### src/design/pbfs_pkg.sv
// ----------------------------------------------------------------------------
// Packet buffer free stack package
// Shared transaction types, request codes and controller/datapath interfaces.
// ----------------------------------------------------------------------------
package pbfs_pkg;

  localparam int IDX_W = 8;
  localparam int FUNC_W = 2;
  localparam int CFG_W = 9;

  localparam logic [FUNC_W-1:0] FN_GET = 2'd0;
  localparam logic [FUNC_W-1:0] FN_RETURN = 2'd1;
  localparam logic [FUNC_W-1:0] FN_RESET = 2'd2;

  localparam logic STATUS_OK = 1'b0;
  localparam logic STATUS_UNINIT = 1'b1;

  typedef struct packed {
    logic [FUNC_W-1:0] func;
    logic [IDX_W-1:0]  buffer_index;
  } req_t;

  typedef struct packed {
    logic             status;
    logic             granted;
    logic [IDX_W-1:0] granted_index;
  } rsp_t;

  typedef enum logic [1:0] {
    ST_IDLE,
    ST_FILL,
    ST_RESP
  } state_t;

  // Commands from the controller to the datapath.
  typedef struct packed {
    logic capture;
    logic res_status;
    logic res_granted;
    logic pop;
    logic push;
    logic fill_start;
    logic fill_step;
    logic load_out;
  } cmd_t;

  // Status from the datapath to the controller.
  typedef struct packed {
    logic uninit;
    logic empty;
    logic room;
    logic fill_done;
    logic out_free;
  } sts_t;

endpackage

### src/design/pbfs_ctrl.sv
// ----------------------------------------------------------------------------
// Packet buffer free stack controller
// Decodes requests and sequences pops, pushes, the pool fill and the response.
// ----------------------------------------------------------------------------
module pbfs_ctrl
  import pbfs_pkg::*;
(
  input  logic              clk,
  input  logic              rst,
  input  logic              in_valid,
  input  logic [FUNC_W-1:0] func,
  input  sts_t              sts,
  output logic              in_stall,
  output cmd_t              cmd
);

  state_t state;
  state_t state_next;

  always_ff @(posedge clk) begin
    if (rst) begin
      state <= ST_IDLE;
    end else begin
      state <= state_next;
    end
  end

  always_comb begin
    state_next = state;
    case (state)
      ST_IDLE: begin
        if (in_valid) begin
          if (!sts.uninit && func == FN_RESET) begin
            state_next = ST_FILL;
          end else begin
            state_next = ST_RESP;
          end
        end
      end
      ST_FILL: begin
        if (sts.fill_done) begin
          state_next = ST_RESP;
        end
      end
      ST_RESP: begin
        if (sts.out_free) begin
          state_next = ST_IDLE;
        end
      end
      default: begin
        state_next = ST_IDLE;
      end
    endcase
  end

  always_comb begin
    in_stall = 1'b1;
    cmd = '0;
    case (state)
      ST_IDLE: begin
        in_stall = 1'b0;
        if (in_valid) begin
          cmd.capture = 1'b1;
          cmd.res_status = sts.uninit ? STATUS_UNINIT : STATUS_OK;
          cmd.res_granted = !sts.uninit && func == FN_GET && !sts.empty;
          cmd.pop = !sts.uninit && func == FN_GET && !sts.empty;
          cmd.push = !sts.uninit && func == FN_RETURN && sts.room;
          cmd.fill_start = !sts.uninit && func == FN_RESET;
        end
      end
      ST_FILL: begin
        cmd.fill_step = !sts.fill_done;
      end
      ST_RESP: begin
        cmd.load_out = sts.out_free;
      end
      default: begin
        in_stall = 1'b1;
      end
    endcase
  end

`ifndef SYNTHESIS
  // At most one stack operation is issued at a time.
  a_one_op: assert property (@(posedge clk) disable iff (rst)
    $onehot0({cmd.pop, cmd.push, cmd.fill_start, cmd.fill_step}))
    else $error("pbfs_ctrl: more than one stack operation issued");

  a_stall_when_busy: assert property (@(posedge clk) disable iff (rst)
    (state != ST_IDLE) |-> in_stall)
    else $error("pbfs_ctrl: input open while busy");

  a_load_in_resp: assert property (@(posedge clk) disable iff (rst)
    cmd.load_out |-> (state == ST_RESP))
    else $error("pbfs_ctrl: response loaded outside response state");
`endif

endmodule

### src/design/pbfs_datapath.sv
// ----------------------------------------------------------------------------
// Packet buffer free stack datapath
// Pool size register, stack memory, free count, fill pointer and result
// register.
// ----------------------------------------------------------------------------
module pbfs_datapath
  import pbfs_pkg::*;
#(
  parameter int POOL_MAX = 256
) (
  input  logic             clk,
  input  logic             rst,
  input  logic             cfg_we,
  input  logic [CFG_W-1:0] cfg_wdata,
  input  req_t             in_data,
  input  cmd_t             cmd,
  input  logic             out_stall,
  output sts_t             sts,
  output logic             out_valid,
  output rsp_t             out_data
);

  localparam int DEPTH = POOL_MAX + 1;
  localparam int CW = $clog2(POOL_MAX + 2);
  localparam int AW = $clog2(POOL_MAX + 1);
  localparam int SW = (CW > CFG_W) ? CW : CFG_W;
  localparam logic [SW-1:0] SIZE_LIMIT = SW'(POOL_MAX);
  localparam logic [CW-1:0] COUNT_LIMIT = CW'(POOL_MAX + 1);

  logic [CFG_W-1:0] pool_size;
  logic [CW-1:0]    free_count;
  logic [CW-1:0]    fill_ptr;
  logic [IDX_W-1:0] stack_mem [DEPTH];
  logic [IDX_W-1:0] rdata;
  logic             res_status;
  logic             res_granted;

  logic [SW-1:0]    size_wide;
  logic [CW-1:0]    eff_size;
  logic [CW-1:0]    count_dec;
  logic [AW-1:0]    waddr;
  logic [IDX_W-1:0] wdata;
  logic             we;

  // A configured size above POOL_MAX acts as POOL_MAX.
  always_comb begin
    size_wide = SW'(pool_size);
    eff_size = (size_wide > SIZE_LIMIT) ? CW'(SIZE_LIMIT) : CW'(size_wide);
    count_dec = free_count - CW'(1);
  end

  always_comb begin
    sts.uninit = (eff_size == '0);
    sts.empty = (free_count == '0);
    sts.room = (free_count <= eff_size);
    sts.fill_done = (fill_ptr == eff_size);
    sts.out_free = !out_valid || !out_stall;
  end

  always_comb begin
    we = cmd.push || cmd.fill_step;
    if (cmd.push) begin
      waddr = free_count[AW-1:0];
      wdata = in_data.buffer_index;
    end else begin
      waddr = fill_ptr[AW-1:0];
      wdata = IDX_W'(fill_ptr);
    end
  end

  always_ff @(posedge clk) begin
    if (we) begin
      stack_mem[waddr] <= wdata;
    end
    if (cmd.pop) begin
      rdata <= stack_mem[count_dec[AW-1:0]];
    end
  end

  always_ff @(posedge clk) begin
    if (rst) begin
      pool_size <= '0;
      free_count <= '0;
      fill_ptr <= '0;
    end else begin
      if (cfg_we) begin
        pool_size <= cfg_wdata;
      end
      if (cmd.pop) begin
        free_count <= count_dec;
      end else if (cmd.push) begin
        free_count <= free_count + CW'(1);
      end else if (cmd.fill_start) begin
        free_count <= '0;
      end else if (cmd.fill_step) begin
        free_count <= free_count + CW'(1);
      end
      if (cmd.fill_start) begin
        fill_ptr <= '0;
      end else if (cmd.fill_step) begin
        fill_ptr <= fill_ptr + CW'(1);
      end
    end
  end

  always_ff @(posedge clk) begin
    if (cmd.capture) begin
      res_status <= cmd.res_status;
      res_granted <= cmd.res_granted;
    end
  end

  always_ff @(posedge clk) begin
    if (rst) begin
      out_valid <= 1'b0;
    end else if (cmd.load_out) begin
      out_valid <= 1'b1;
    end else if (!out_stall) begin
      out_valid <= 1'b0;
    end
  end

  always_ff @(posedge clk) begin
    if (cmd.load_out) begin
      out_data.status <= res_status;
      out_data.granted <= res_granted;
      out_data.granted_index <= res_granted ? rdata : '0;
    end
  end

`ifndef SYNTHESIS
  a_count_bound: assert property (@(posedge clk) disable iff (rst)
    free_count <= COUNT_LIMIT)
    else $error("pbfs_datapath: free count beyond stack depth");

  a_pop_nonempty: assert property (@(posedge clk) disable iff (rst)
    cmd.pop |-> free_count != '0)
    else $error("pbfs_datapath: pop from an empty stack");

  a_fill_in_range: assert property (@(posedge clk) disable iff (rst)
    cmd.fill_step |-> fill_ptr < eff_size)
    else $error("pbfs_datapath: fill pointer past pool size");

  a_no_overwrite: assert property (@(posedge clk) disable iff (rst)
    cmd.load_out |-> (!out_valid || !out_stall))
    else $error("pbfs_datapath: pending result overwritten");
`endif

endmodule

### src/design/packet_buffer_free_stack_top.sv
// ----------------------------------------------------------------------------
// Packet buffer free stack
// LIFO free list of buffer indices with get, return and pool reset requests.
// ----------------------------------------------------------------------------
//  Channel  Signals                      Direction  Transaction
//  in       in_valid, in_stall, in_data  in         one request (func, index)
//  out      out_valid, out_stall, out_data  out     one response per request
//  cfg      cfg_we, cfg_wdata            in         pool size write
//
//  Get, return and unknown requests, and every request to an uninitialized
//  pool, are taken in the idle state, and the response register loads in
//  the response state, before the next request is taken.
//  A pool reset fills pool_size entries, with pool_size capped at POOL_MAX;
//  the fill writes one entry a cycle, then the response state follows.
//  Synchronous reset clears the pool size, free count and control state.
//  A stalled response holds the next transaction in its response state.
// ----------------------------------------------------------------------------
module packet_buffer_free_stack_top
  import pbfs_pkg::*;
#(
  parameter int POOL_MAX = 256
) (
  input  logic             clk,
  input  logic             rst,
  input  logic             in_valid,
  output logic             in_stall,
  input  req_t             in_data,
  output logic             out_valid,
  input  logic             out_stall,
  output rsp_t             out_data,
  input  logic             cfg_we,
  input  logic [CFG_W-1:0] cfg_wdata
);

  cmd_t cmd;
  sts_t sts;

  pbfs_ctrl u_ctrl (
    .clk      (clk),
    .rst      (rst),
    .in_valid (in_valid),
    .func     (in_data.func),
    .sts      (sts),
    .in_stall (in_stall),
    .cmd      (cmd)
  );

  pbfs_datapath #(
    .POOL_MAX (POOL_MAX)
  ) u_datapath (
    .clk       (clk),
    .rst       (rst),
    .cfg_we    (cfg_we),
    .cfg_wdata (cfg_wdata),
    .in_data   (in_data),
    .cmd       (cmd),
    .out_stall (out_stall),
    .sts       (sts),
    .out_valid (out_valid),
    .out_data  (out_data)
  );

endmodule
### config.mk
export PLATFORM = sky130hd
export DESIGN_NAME = packet_buffer_free_stack_top
export DESIGN_NICKNAME = d
export VERILOG_FILES = /design/src/design/pbfs_pkg.sv /design/src/design/pbfs_ctrl.sv /design/src/design/pbfs_datapath.sv /design/src/design/packet_buffer_free_stack_top.sv
export SDC_FILE = /design/constraint.sdc
export NUM_CORES = 2
export LEC_CHECK = 0
export BUFFER_PORTS_ARGS = -buffer_cell sky130_fd_sc_hd__buf_2
export CORE_MARGIN = 3
export CORE_UTILIZATION = 60
export CTS_CLUSTER_DIAMETER = 60
export CTS_CLUSTER_SIZE = 25
export DETAILED_ROUTE_END_ITERATION = 8
export PLACE_DENSITY_LB_ADDON = 0.12
export SYNTH_ARGS = -nofsm -noshare
export SYNTH_HDL_FRONTEND = slang
export SYNTH_SLANG_ARGS = --single-unit
### constraint.sdc
create_clock -name clk -period 19.1 [get_ports clk]
set_input_delay 0.955 -clock clk [delete_from_list [all_inputs] [get_ports clk]]
set_output_delay 0.955 -clock clk [all_outputs]
set_load 0.02 [all_outputs]
### Word-level counts from Yosys, hierarchy flattened

Memories as Yosys holds them, arrays and structs flattened. A register that Yosys moved wholly into a read port is not among the register bits.
Index checks and enable logic that the tools add are counted.

| storage, ports and cells | value |
|---|---|
| register bits after elaboration | 42 |
| RAM bits | 2056 |
| input bits | 24 |
| output and inout port bits | 12 |
| logic and storage cells | 67 |
| memories kept | 1 |

Memories:

| name | words | bits a word | rd ports | clocked after Yosys merged registers in | write ports | line | source |
|---|---|---|---|---|---|---|---|
| u_datapath.stack_mem | 257 | 8 | 1 | 1 | 1 | pbfs_datapath.sv:33 | `logic [IDX_W-1:0] stack_mem [DEPTH];` |

| operators by class | value |
|---|---|
| add/sub/neg operators | 3 |
| $lt $le $gt $ge | 2 |
| equality and inequality tests | 9 |
| muxes and demuxes | 22 |
| reductions and logical operators | 20 |

Operators with widths:

| kind | count |
|---|---|
| $mux W9 | 6 |
| $add A9 B1 Y9 const B | 2 |
| $logic_not A9 Y1 | 2 |
| $mux W6 | 2 |
| $eq A9 B9 Y1 | 1 |
| $gt A9 B9 Y1 const B | 1 |
| $le A9 B9 Y1 | 1 |
| $sub A9 B1 Y9 const B | 1 |
| $mux W1 | 8 |
| $mux W2 | 4 |
| $mux W8 | 1 |
| $ne A2 B1 Y1 const B | 3 |
| $pmux W2 S3 | 1 |
| $logic_and A1 B1 Y1 | 5 |
| $logic_not A1 Y1 | 5 |
| $eq A2 B1 Y1 const B | 2 |
| $eq A2 B2 Y1 const B | 2 |
| $logic_not A2 Y1 | 2 |
| $reduce_bool A4 Y1 | 1 |
| $reduce_and A3 Y1 | 1 |
| $logic_or A1 B1 Y1 | 2 |
| $ne A2 B2 Y1 const B | 1 |
| $reduce_and A2 Y1 | 1 |
| $reduce_or A2 Y1 | 1 |

### Depth between registers and ports, before layout

| depth | value |
|---|---|
| depth in word-level cells | 11 |
| depth in mapped cells | 19 |
| mapped depth without buffers | 10 |

### Hierarchy

From an unflattened synthesis, not the netlist that was laid out.

| unflattened totals | value |
|---|---|
| cell total of the unflattened synthesis | 3838 |
| area total of the unflattened synthesis | 82507.9 um^2 |

Modules (own cells, without submodules):

| module | instances | cells each | area an instance (um^2) | sequential area each (um^2) |
|---|---|---|---|---|
| pbfs_datapath | 1 | 3815 | 82335.2 | 62900.3 |
| pbfs_ctrl | 1 | 23 | 172.7 | 40.0 |

### Worst setup path before layout

Ideal clock, no wire load.

| timing path | value |
|---|---|
| path kind | register -> register |
| from | register u_datapath.free_count[0] |
| to | memory u_datapath.stack_mem[0][2], data pin |
| library setup time | 2196 ps |
| data arrival time | 12604 ps |
| data required time | 16904 ps |
| path slack | 4300 ps |
| stages on the path, launching flop included | 15 |
| buffers on the path | 7 |
| period minus slack after synthesis | 14800 ps |
| cells stage by stage | dfxtp_1 > buf_2 > buf_6 > buf_2 > buf_2 > buf_4 > inv_1 > ha_1 > nor2b_1 > o2111ai_1 > nor4b_2 > o21a_1 > buf_2 > clkbuf_1 > o21ai_0 |

| on the way | value |
|---|---|
| word-level cells in the longest chain between the ends | 5 |

Ends and longest elaborated chain:

| what | line | source |
|---|---|---|
| start, declared | pbfs_datapath.sv:31 | `logic [CW-1:0] free_count;` |
| start signal, assigned | pbfs_datapath.sv:90 | `free_count <= count_dec;` |
| start signal, assigned | pbfs_datapath.sv:92 | `free_count <= free_count + CW'(1);` |
| start signal, assigned | pbfs_datapath.sv:96 | `free_count <= free_count + CW'(1);` |
| $le A9 B9 Y1 | pbfs_datapath.sv:55 | `sts.room = (free_count <= eff_size);` |
| $logic_and A1 B1 Y1 | pbfs_ctrl.sv:67 | `cmd.push = !sts.uninit && func == FN_RETURN && sts.room;` |
| $mux W6 | pbfs_ctrl.sv:62 | `if (in_valid) begin` |
| $mux W6 | pbfs_ctrl.sv:59 | `case (state)` |
| $mux W8 | pbfs_datapath.sv:62 | `if (cmd.push) begin` |
| via u_datapath.wdata[2] | pbfs_datapath.sv:42 | `logic [IDX_W-1:0] wdata;` |
| end, declared | pbfs_datapath.sv:33 |  |

The timed path passes the listed nets, and every way through them passes these cells.

### Worst setup path in the final report

| timing path | value |
|---|---|
| from | register u_datapath.free_count[1] |
| to | register u_datapath.rdata[5] (read register of u_datapath.stack_mem), data pin |

| on the way | value |
|---|---|
| word-level cells in the longest chain between the ends | 5 |
| elaborated cells between the ends (all ways) | 6 |
| classes of those cells | add/sub: 1; mux: 2; reduce/logical: 3 |

Ends and longest elaborated chain:

| what | line | source |
|---|---|---|
| branches (longest 5 deep; another with $sub A9 B1 Y9) | n/a |  |
| end, declared | pbfs_datapath.sv:34 | `logic [IDX_W-1:0] rdata;` |

Parallel ways; which one is timed is not known.
A chain may end at the register's enable or synchronous reset.

==> key figures <==
Run status
  – Status: finished, final reports clean

Routing
  – Vias: between 40,000 and 50,000
  – Routed WL: around 190,000 um
  – DRT iter0 DRCs: 5,275
  – DR WL/cell: between 30 and 40 um
  – Post-DRT Antenna Nets: 0
  – 1st-pass router iterations: 6
  – Via density: between 6 and 7
  – DRC: 0

Global route
  – Initial antenna violation count: 4
  – Total congestion overflow: 0
  – GRT Util Overall: 27.74%
  – Largest net degree at the start of global routing: 202
  – Vias in the first global route: roughly 39,000
  – First-pass GRT wire length: around 280,000 um

STA
  – Final slew viol count: 0
  – Final worst-path cycle share: a little under two fifths
  – Unrepaired setup endpoints after global routing: false
  – Clk_skew: around 0.029 ns
  – Setup ws final: 12.07 ns
  – Final Critical Period: 7.027 ns
  – Worst slew pin tran: 1.314 ns
  – Relative slew slack: 12.42%
  – Fmax: between 100 and 150 MHz
  – Final setup vio count: 0
  – Setup TNS: 0 ns
  – Final Hold Viols: 0

Synth
  – Synth cell count leaders: 2,076 x edfxtp_1, 577 x mux4_2, 304 x nor2_1
  – Compound-Gate Fraction of Synth Area: under 10%
  – Post-Synthesis Net Count: 4,107
  – FF+latch count, synth: approximately 2,100
  – Top cells by area, synth: edfxtp_1 75%, mux4_2 16%, nor2_1 1.4%, nand2_1 1.4%, mux2i_1 0.74%
  – Ys Warns: 0
  – Simple-Gate Fraction of Synth Area: 4.260%
  – Syn_area_per_cell: roughly 20 um2
  – Number of synthesized flops with an enable pin: 2,076
  – Yosys top cell area share: about 75%
  – Post-Synth Adder-Cell Area: less than 1%
  – Synth Area in XOR/XNOR: 0.2193%
  – Top-count cell post-synth: edfxtp_1
  – Post-synthesis sequential area ratio: 75.54%
  – Main synth FF type: edfxtp_1
  – Main combinational cell family by area after synthesis: multiplexers
  – Asr flop ratio synth: 0%
  – Synth unique cells: 80
  – Dominant cell type by area after synthesis: edfxtp_1
  – Gate count after technology mapping: between 4,000 and 5,000
  – Mapped cell area: around 83,000 um2
  – Proportion of synthesized area in mux cells: between 15 and 20%

Layout
  – Finished Layout Cells: between 5,000 and 6,000
  – Fillers: 8,920
  – Layout cells sized above 1: approximately a quarter
  – Layout area overhead: 8.037%
  – Nets: slightly above 4,000
  – Sequential cell area: ~63,000 um2
  – Multi-input gate area: between 15,000 and 20,000 um2
  – Fin util: between 60% and 70%

Clocking
  – Clock sink count: 2,106
  – Cts hold-fix bufs: 0
  – TritonCTS clock tree: yes
  – Worst-path clk slew: about 0.09 ns
  – Cells resized by post-CTS repair: 0
  – Root Driver: clkbuf_16
  – Total CTS buffers: 137
  – H-tree levels: 4
  – Max Root-Sink Buffers: 3
  – Worst-Skew Late Latency: roughly 0.8 ns
  – Setup Buffers After CTS: 0

Die
  – Io pins: 36
  – CORE AREA: around 140,000 um2
  – Row count: between 100 and 150
  – Die area: 143,400 um2
  – Initial Utilization: 60.52%
  – Die width: approximately 380 um
  – Die height: about 380 um

Pwr
  – Sw Ratio: a little over 30%
  – Peak supply drop: 0.1489 mV
  – NetSw: roughly 3.6 mW
  – Tot Pwr: roughly 11 mW
  – Power Internal: around 8 mW
  – Leakage power: approximately 28 nW
  – Pwr per Cell Area: ~130 nW/um2
  – Clock power share: 27.9%
  – Combinational power share: a little over a quarter
  – Reg power frac: about 45%

Setup path
  – CP cell instances: inv_1 -> ha_4 -> buf_4 -> buf_4 -> buf_4 -> buf_4 -> mux4_2 -> mux4_2 -> mux2i_1 -> nand2_1 -> o211ai_1 -> o221ai_1
  – Crit Path Class: reg2reg
  – CP startpoint kind: register
  – CP peak stage delay: around 0.86 ns
  – Worst Path Max Fanout: approximately 70
  – Critical path required time: approximately 20 ns
  – Crit-path slowest cell: buf_4
  – Critical path's top delay family: buffers and inverters
  – Crit path DAT: roughly 7.5 ns
  – Setup crit end kind: register
  – Crit-path most repeated cell: buf_4
  – Bufs and invs on worst path: 5

Placed design
  – Dpl ws: 12.14 ns
  – Final HPWL DP: 112,000 um
  – IO Port Bufs: 35
  – RePlAce Congestion: roughly 0.87
  – Placed Instances: 5,706

Flow run
  – # Max-Cap Violations: 0

Worst hold path
  – HP Class: in2reg
cell type report:
cell class,instances,share of cell area [%]
clock inverter,104,1.272
tap,1794,2.494
multi-input combinational,1685,21.37
sequential,2106,69.93
clock buffer,150,4.028
antenna,3,0.008340
timing repair buffer,102,0.8229
inverter,19,0.07923
power by group through the flow:
stage	registers [mW]	clock network, mW	logic, mW
2_1_floorplan	5.24	0	2.09
3_3_place_gp	5.22	0	3.11
3_5_place_dp	5.22	0	3.12
4_1_cts	5.11	3.24	3.13
5_1_grt	5.12	3.41	3.29
6_report	5.11	3.19	3.13
state kept, by name (all words and copies together), names as in the netlist:
signal and flops:
u_datapath.stack_mem 2056, u_datapath.out_data 10, u_datapath.fill_ptr 9, u_datapath.free_count 9, u_datapath.pool_size 9, u_datapath.rdata 8, u_ctrl.state 2, u_datapath.out_valid 1
u_datapath.res_granted 1, u_datapath.res_status 1
cell usage in the layout, fill, tap and decap left out, drive strengths merged, types with 22 or more instances in the layout:
master     n
a21oi     26
buf      102
clkbuf   150
clkinv    40
dfxtp     30
edfxtp  2076
inv       72
mux2i     66
mux4     577
nand2    313
nand3     46
nand4     45
nor2     305
nor3      25
o211ai    22
o21ai     41
per-layer routing:
metal / track usage (%) / up-vias / wire [um]
li1: - / 16648 / -
met3: 5.484 / 280 / 18450
met4: 7.816 / 0 / 5058
met1: 43.07 / 21414 / 79260
met2: 41.08 / 1994 / 90560
met5: 0 / - / 0
per-stage QoR:
step / instance area, um2 / hold slack, ns
2_1_floorplan: 83320 / 0.4003
3_3_place_gp: 85230 / 0.5569
3_5_place_dp: 85230 / 0.5702
4_1_cts: 90010 / 0.3337
5_1_grt: 90010 / 0.3802
6_report: 90010 / 0.3904
final timing paths:
kind	cells past startpoint	startpoint	slack, ns	to
hold reg to reg	2	u_datapath.pool_size[0]	0.58	u_datapath.pool_size[0]
setup reg to reg	12	u_datapath.free_count[1]	12.07	u_datapath.rdata[5]
hold / removal	3	cfg_wdata[5]	0.39	u_datapath.pool_size[5]
setup / recovery	12	u_datapath.free_count[1]	12.07	u_datapath.rdata[5]
kinds of logic (layout without fill, tap and decap cells):
family,after synthesis,in the layout
AO/OA/AOI/OAI,183,183
AND/OR/NAND/NOR,813,813
flip-flops,2106,2106
buffers and inverters,279,375
XOR/XNOR,20,20
other,0,3
multiplexers,656,656
adder cells (fa/ha/maj),13,13
worst register-to-register path, delay by kind of cell, from the launching register on:
family                     cells  cell delay [ns]
AOI/OAI and AO/OA              2             0.42
buffers and inverters          5             3.44
and+or+nand+nor                1             0.14
muxes                          3             1.24
adders and majority gates      1             0.69
DFF                            1             0.81
(Power assumes the default switching activity.)
